<file path="config.mk">
export PLATFORM = sky130hd
export DESIGN_NAME = tcw_cursor
export DESIGN_NICKNAME = d
export VERILOG_FILES = /design/src/hdl/tcw_pkg.sv /design/src/hdl/tcw_cursor.sv
export SDC_FILE = /design/constraint.sdc
export NUM_CORES = 1
export LEC_CHECK = 0
export BUFFER_PORTS_ARGS = -buffer_cell sky130_fd_sc_hd__buf_2
export CAP_MARGIN = 15
export CORE_ASPECT_RATIO = 0.7
export CORE_MARGIN = 4
export CORE_UTILIZATION = 30
export CTS_CLUSTER_SIZE = 16
export DETAILED_ROUTE_END_ITERATION = 7
export PLACE_DENSITY_LB_ADDON = 0.12
export SLEW_MARGIN = 20
export SYNTH_ARGS = -nofsm -noshare
export SYNTH_HDL_FRONTEND = slang
export SYNTH_SLANG_ARGS = --single-unit
export TNS_END_PERCENT = 10
</file>
<file path="constraint.sdc">
create_clock -name clk -period 4.7 [get_ports clk]
set_input_delay 0.94 -clock clk [delete_from_list [all_inputs] [get_ports clk]]
set_output_delay 0.94 -clock clk [all_outputs]
set_load 0.05 [all_outputs]
</file>
<file path="src/hdl/tcw_pkg.sv">
// Shared types and constants of the text console character writer.
// No dependencies; imported by the cursor unit and the top level.
package tcw_pkg;

  // Field widths of the ports
  localparam int CELL_W = 16;
  localparam int ATTR_W = 8;
  localparam int CODE_W = 8;
  localparam int POS_W  = 11;

  // Attribute byte after reset
  localparam logic [ATTR_W-1:0] RESET_COLOR = 8'd15;

  // Control codes understood by a put
  localparam logic [CODE_W-1:0] CH_BS      = 8'd8;
  localparam logic [CODE_W-1:0] CH_TAB     = 8'd9;
  localparam logic [CODE_W-1:0] CH_LF      = 8'd10;
  localparam logic [CODE_W-1:0] CH_FF      = 8'd12;
  localparam logic [CODE_W-1:0] CH_CR      = 8'd13;
  localparam logic [CODE_W-1:0] PRINT_LO   = 8'd32;
  localparam logic [CODE_W-1:0] PRINT_HI   = 8'd126;
  localparam int                TAB_STEP   = 8;

  // Cursor moves requested of the cursor unit
  typedef enum logic [2:0] {
    CUR_HOLD,
    CUR_STEP,
    CUR_BACK,
    CUR_TAB,
    CUR_LF,
    CUR_CR,
    CUR_HOME
  } cur_op_t;

endpackage

</file>
<file path="src/hdl/tcw_cursor.sv">
// Cursor unit: holds cursor position as row base plus column, applies moves.
// Depends on tcw_pkg (cur_op_t, TAB_STEP).
module tcw_cursor #(
  parameter int COLS = 80,
  parameter int ROWS = 25
) (
  input  logic                          clk,
  input  logic                          rst_n,
  input  tcw_pkg::cur_op_t              op,
  output logic [$clog2(COLS*ROWS)-1:0]  cursor
);
  import tcw_pkg::*;

  localparam int CELLS = COLS * ROWS;
  localparam int AW    = $clog2(CELLS);
  localparam int CW    = $clog2(COLS);

  logic [AW-1:0] cursor_r, cursor_nxt;
  logic [AW-1:0] rowbase_r, rowbase_nxt;
  logic [CW-1:0] col_r, col_nxt;

  logic [AW:0]   rb_plus;
  logic [AW-1:0] row_next;
  logic [AW-1:0] row_prev;
  logic [CW:0]   col_tab;
  logic [CW:0]   col_tab_wrap;

  // neighbouring rows, wrapping at the bottom of the screen
  assign rb_plus      = {1'b0, rowbase_r} + (AW+1)'(COLS);
  assign row_next     = (rb_plus == (AW+1)'(CELLS)) ? '0 : rb_plus[AW-1:0];
  assign row_prev     = rowbase_r - AW'(COLS);
  assign col_tab      = {1'b0, col_r} + (CW+1)'(TAB_STEP);
  assign col_tab_wrap = col_tab - (CW+1)'(COLS);

  // next position
  always_comb begin
    col_nxt     = col_r;
    rowbase_nxt = rowbase_r;
    unique case (op)
      CUR_STEP: begin
        if (col_r == CW'(COLS - 1)) begin
          col_nxt     = '0;
          rowbase_nxt = row_next;
        end else begin
          col_nxt = col_r + CW'(1);
        end
      end
      CUR_BACK: begin
        // stops at the first cell
        if (cursor_r != '0) begin
          if (col_r != '0) begin
            col_nxt = col_r - CW'(1);
          end else begin
            col_nxt     = CW'(COLS - 1);
            rowbase_nxt = row_prev;
          end
        end
      end
      CUR_TAB: begin
        if (col_tab >= (CW+1)'(COLS)) begin
          col_nxt     = col_tab_wrap[CW-1:0];
          rowbase_nxt = row_next;
        end else begin
          col_nxt = col_tab[CW-1:0];
        end
      end
      CUR_LF: begin
        col_nxt     = '0;
        rowbase_nxt = row_next;
      end
      CUR_CR: begin
        col_nxt = '0;
      end
      CUR_HOME: begin
        col_nxt     = '0;
        rowbase_nxt = '0;
      end
      default: begin
      end
    endcase
  end

  assign cursor_nxt = rowbase_nxt + AW'(col_nxt);

  always_ff @(posedge clk) begin
    if (!rst_n) begin
      cursor_r  <= '0;
      rowbase_r <= '0;
      col_r     <= '0;
    end else begin
      cursor_r  <= cursor_nxt;
      rowbase_r <= rowbase_nxt;
      col_r     <= col_nxt;
    end
  end

  assign cursor = cursor_r;

  // position stays on screen and consistent with its row/column split
  a_on_screen: assert property (@(posedge clk) disable iff (!rst_n)
    cursor_r < AW'(CELLS - 1) || cursor_r == AW'(CELLS - 1))
    else $error("cursor off screen");
  a_col_range: assert property (@(posedge clk) disable iff (!rst_n)
    col_r <= CW'(COLS - 1))
    else $error("column out of range");
  a_split: assert property (@(posedge clk) disable iff (!rst_n)
    cursor_r == rowbase_r + AW'(col_r))
    else $error("cursor differs from row base plus column");
  a_home: assert property (@(posedge clk) disable iff (!rst_n)
    op == CUR_HOME |=> cursor_r == '0)
    else $error("home did not reach first cell");

endmodule

</file>
**After elaboration in Yosys (flattened, before gate mapping)**

Cells that the tools add are included.

- Output and inout port bits: 11
- Bits in registers: 29
- Logic and storage cells: 33

- Equal/unequal tests: 8
- Order comparisons: 1
- Reduce and logical (&&, ||, !) cells: 3
- $add $sub $neg: 7
- Multiplexer cells: 11

Operator list:

| kind | number |
|---|---|
| two-way mux 11 bit | 5 |
| case mux 11 bit (5 select lines) | 1 |
| two-way mux 7 bit | 4 |
| case mux 7 bit (4 select lines) | 1 |
| adder 11 x 7 -> 12 bit (second input constant) | 1 |
| equality test 12 x 11 -> 1 bit (second input constant) | 1 |
| adder 11 x 7 -> 11 bit | 1 |
| nonzero test 11 bit | 1 |
| subtractor 11 x 7 -> 11 bit (second input constant) | 1 |
| equality test 3 bit (second input constant) | 3 |
| adder 7 x 4 -> 8 bit (second input constant) | 1 |
| >= comparator 8 x 7 -> 1 bit (second input constant) | 1 |
| adder 7 x 1 -> 7 bit (second input constant) | 1 |
| equality test 7 bit (second input constant) | 1 |
| nonzero test 7 bit | 1 |
| subtractor 7 x 1 -> 7 bit (second input constant) | 1 |
| subtractor 7 bit (second input constant) | 1 |
| equality test 3 x 2 -> 1 bit (second input constant) | 2 |
| equality test 3 x 1 -> 1 bit (second input constant) | 1 |
| OR reduction 3 bit | 1 |

**Logic depth before layout (Yosys ltp)**

- Depth in word-level cells: 6
- Depth in mapped cells: 21
- Depth with buffers taken out: 20

**Least setup slack after synthesis**

Ideal clock, no wire load.

- Path kind: register to register
- From: register col_r[4]
- To: register cursor_r[10] (netlist: cursor[10])
- Slack: 0.390 ns
- Period minus slack after synthesis: 4.310 ns
- Arrival: 4.186 ns
- Cell stages (with the launch flop): 21
- Cells stage by stage: dfxtp_1 -> buf_2 -> inv_1 -> ha_1 -> ha_1 -> and4b_4 -> o211a_4 -> nor3_1 -> o31ai_1 -> a21oi_1 -> and2_1 -> ha_1 -> inv_1 -> fa_1 -> nor2b_1 -> o21ai_0 -> a21boi_0 -> o21ai_0 -> o2bb2ai_1 -> nor4_4 -> mux2_1

- Cells in the longest elaborated chain, start to end: 5

RTL lines:

| what | line | text |
|---|---|---|
| from (decl) | tcw_cursor.sv:20 | `logic [CW-1:0] col_r, col_nxt;` |
| from (signal assigned) | tcw_cursor.sv:93 | `col_r <= col_nxt;` |
| adder 7 x 4 -> 8 bit / nonzero test 7 bit (equally long branches) | tcw_cursor.sv:32, tcw_cursor.sv:51 |  |
| >= comparator 8 x 7 -> 1 bit / two-way mux 11 bit (equally long branches) | tcw_cursor.sv:60, tcw_cursor.sv:51 |  |
| two-way mux 11 bit (on tied branches) | tcw_cursor.sv:60, tcw_cursor.sv:50 |  |
| case mux 11 bit (5 select lines) * | tcw_cursor.sv:39 | `unique case (op)` |
| named net rowbase_nxt[0] | tcw_cursor.sv:19 | `logic [AW-1:0] rowbase_r, rowbase_nxt;` |
| adder 11 x 7 -> 11 bit * | tcw_cursor.sv:83 | `assign cursor_nxt = rowbase_nxt + AW'(col_nxt);` |
| to (signal assigned) | tcw_cursor.sv:91 | `cursor_r <= cursor_nxt;` |
| to (decl) | tcw_cursor.sv:18 | `logic [AW-1:0] cursor_r, cursor_nxt;` |

Mark *: on every way through the listed nets, which the timed path passes. The rest lies on a longest branch.
A chain may end at the register's enable or synchronous reset.

**Final worst setup path**

- From: register rowbase_r[5]
- To: register cursor_r[9] (netlist: cursor[9])

- Cells in the longest elaborated chain, start to end: 6

RTL lines:

| what | line | text |
|---|---|---|
| from (decl) | tcw_cursor.sv:19 |  |
| from (signal assigned) | tcw_cursor.sv:92 | `rowbase_r <= rowbase_nxt;` |
| adder 11 x 7 -> 12 bit * | tcw_cursor.sv:29 | `assign rb_plus = {1'b0, rowbase_r} + (AW+1)'(COLS);` |
| equality test 12 x 11 -> 1 bit * | tcw_cursor.sv:30 | `assign row_next = (rb_plus == (AW+1)'(CELLS)) ? '0 : rb_plus[AW-1:0];` |
| two-way mux 11 bit * | tcw_cursor.sv:30 |  |
| two-way mux 11 bit (on tied branches) | tcw_cursor.sv:60, tcw_cursor.sv:41 |  |
| case mux 11 bit (5 select lines) * | tcw_cursor.sv:39 |  |
| named net rowbase_nxt[1] | tcw_cursor.sv:19 |  |
| adder 11 x 7 -> 11 bit * | tcw_cursor.sv:83 |  |

Marked as above.

==> metrics <==
leakage=1.160 nW; vias in the first global route=2,190; Yosys cell types=70; Initial Util=30.81%; Worst-Margin Slew=0.6379 ns; maximum vdd ir drop=152.3 uV; core area=7871 sq um; Routed WL per cell=16.49 um; Avg Inst Size Synth=8.056 sq um; status=complete, no violations; synth top area cells=dfxtp_1 24%, ha_1 8.3%, and2_1 5.2%; Rows=27; hold_sp=rowbase_r[0]; clk slew on worst S/H paths=0.05 ns; Cells after Synth=301; Die ar.=9608 sq um; global route overflow=0; Routed WL=6957 um; CTS tree=yes; DRT antenna net count=0; Setup TNS Final=0 ns; Post-synth EDFFs=0; Hold WS=0.4934 ns; area of the multi-input gates=1687 sq um; CP max FO=6; mean number of vias per cell=5.427; Post-CTS Setup Repair Bufs=0; Synth top area share=23.94%; Final Max Slew Viols=0; Synth Register Bits=29; Worst-Skew Late Latency=0.27 ns; Arrival @ worst endpoint=4.52 ns; die width=115.5 um; NumNets Final=342; Final setup viols=0; Synth top cells by count=29 x dfxtp_1, 26 x nor2_1, 24 x inv_1; Pwr Density=384.4 nW/um^2; CP max stage cell=or4_4; post-route minimum period=4.373 ns; Net Count, Synth=323; Initial DRC Count=244; RSZ-0062 raised after global routing=false; slowest stage delay, CP=0.55 ns; Resized Gates After CTS=0; Hold Fails Final Rpt=0; post-place instance area=2643 sq um; R2R Path Start=rowbase_r[5]; Fin Clk Skew=0.002786 ns; count leader, synth=dfxtp_1; Syn. warnings=0; Hold Crit Class=flip-flop to flip-flop; Area Overhead vs Synth=14.96%; sequential share of the synthesized area=23.94%; synthesized area=2425 sq um; CP endpoint kind=flip-flop; antenna violations before repair=0; final period utilization=93.04%; layout cell share with drive strength beyond 1=16.82%; Crit Path Category=flip-flop to flip-flop; Placer Congestion=0.8457; relative slew slack=57.08%; Overall Global Routing Usage=15.23%; crit start category=flip-flop; Detailed Place HPWL=5436 um; H-tree Lvls=2; via count=2,290; CP required=4.85 ns; critical path launch point=rowbase_r[5]; crit-path cells=ha_1 > o21ai_0 > xnor2_1 > or4_4 > nand2b_1 > o31ai_1 > a21oi_2 > and2_1 > ha_1 > a21o_1 > a21oi_1 > o21ai_0 > a21oi_1 > o21ai_0 > nor3b_2 > mux2_1; first-pass GRT wire length=11,720 um; # diodes=0; drt pass-1 iters=5; largest net degree at the start of global routing=18; FFs w/ async S/R, synth=0%; CTS Hold Bufs=0; Reg area=580.6 sq um; Primary FF master, synth=dfxtp_1; I/O pin cnt=16; design area=2788 sq um; die height=83.22 um; total CTS buffers=5; cell mode on critical path=o21ai_0; Max clock buf depth=2; root buf cell=clkbuf_16; DRC viols=0; port buffer count=15; dominant cell type by area after synthesis=dfxtp_1; Max-Cap Viols=0; fill cell count=856; f_max=0.2287 GHz; clk sink count=29
## area by class of cell
cell class | count | share of cell area [%]
clock buffer | 6 | 4.623
sequential | 29 | 20.83
multi-input combinational | 233 | 60.50
inverter | 24 | 3.232
timing repair buffer | 27 | 5.925
clock inverter | 2 | 0.3591
tap | 101 | 4.533
## path summary, 6_finish.rpt
check	end	slack [ns]	cells after the start
worst min-delay path	rowbase_r[0]	0.49	1
worst min register to register	rowbase_r[0]	0.49	1
worst max register to register	cursor[9]	0.33	16
worst max-delay path	cursor[9]	0.33	16
## where the power goes
group          internal [mW]  leakage (nW)  switching, mW
logic                  0.167         0.853          0.295
clock network          0.194        0.0706          0.106
registers              0.275         0.236         0.0342
## through the flow
step	std cells	power [mW]	setup slack (ns)	utilization, %
global placement	414	0.7781	0.3442	33.57
global route	422	1.140	0.006667	35.42
CTS	422	1.078	0.2144	35.34
detailed placement	414	0.7706	0.2512	33.57
finish	422	1.072	0.3273	35.42
floorplan	301	0.6568	0.3901	-
## worst max-delay path, delay by kind of cell (launching register included)
kind,cells,cell delay [ns]
AO/OA/AOI/OAI,8,1.59
XOR/XNOR,1,0.17
adder cells (fa/ha/maj),2,0.60
flip-flops,1,0.42
multiplexers,1,0.30
AND/OR/NAND/NOR,4,1.17
## layout by cell type, fill, tap and decap left out, types with 3 or more instances in the layout
master / Yosys / routed
a211oi_1: 3 / 3
nor3_1: 10 / 10
xnor2_1: 8 / 8
nor4_1: 4 / 4
and3_1: 9 / 9
a21oi_1: 17 / 16
dfxtp_1: 29 / 29
nand2_1: 15 / 15
and2_1: 20 / 20
nand3_1: 11 / 11
nor2_1: 26 / 26
clkbuf_16: 0 / 5
a31oi_1: 7 / 7
nand2b_1: 5 / 5
ha_1: 16 / 15
buf_2: 5 / 15
o21ai_0: 15 / 15
inv_1: 24 / 24
a221oi_1: 3 / 3
buf_4: 1 / 12
## kinds of logic (layout without fill, tap and decap cells)
| logic type | after synthesis | in the layout | share of synthesized area, % |
|---|---|---|---|
| adder cells (fa/ha/maj) | 17 | 17 | 9.081 |
| AO/OA/AOI/OAI | 83 | 83 | 26.68 |
| buffers and inverters | 39 | 59 | 6.760 |
| multiplexers | 4 | 4 | 1.857 |
| AND/OR/NAND/NOR | 119 | 119 | 28.07 |
| XOR/XNOR | 10 | 10 | 3.612 |
| flip-flops | 29 | 29 | 23.94 |
## routing by layer
| metal | vias to the layer above | track usage, % | share of wire, % |
|---|---|---|---|
| met1 | 1083 | 23.77 | 55 |
| met5 | - | 0 | 0 |
| met2 | 57 | 20.59 | 39 |
| met4 | 0 | 2.345 | 0.57 |
| met3 | 6 | 4.370 | 6.1 |
| li1 | 1144 | - | - |
## state kept, by name (all words and copies together), names as in the netlist
register / cells
rowbase_r: 11
col_r: 7
cursor: 11
Note: power is estimated with default switching activity, not from simulation.
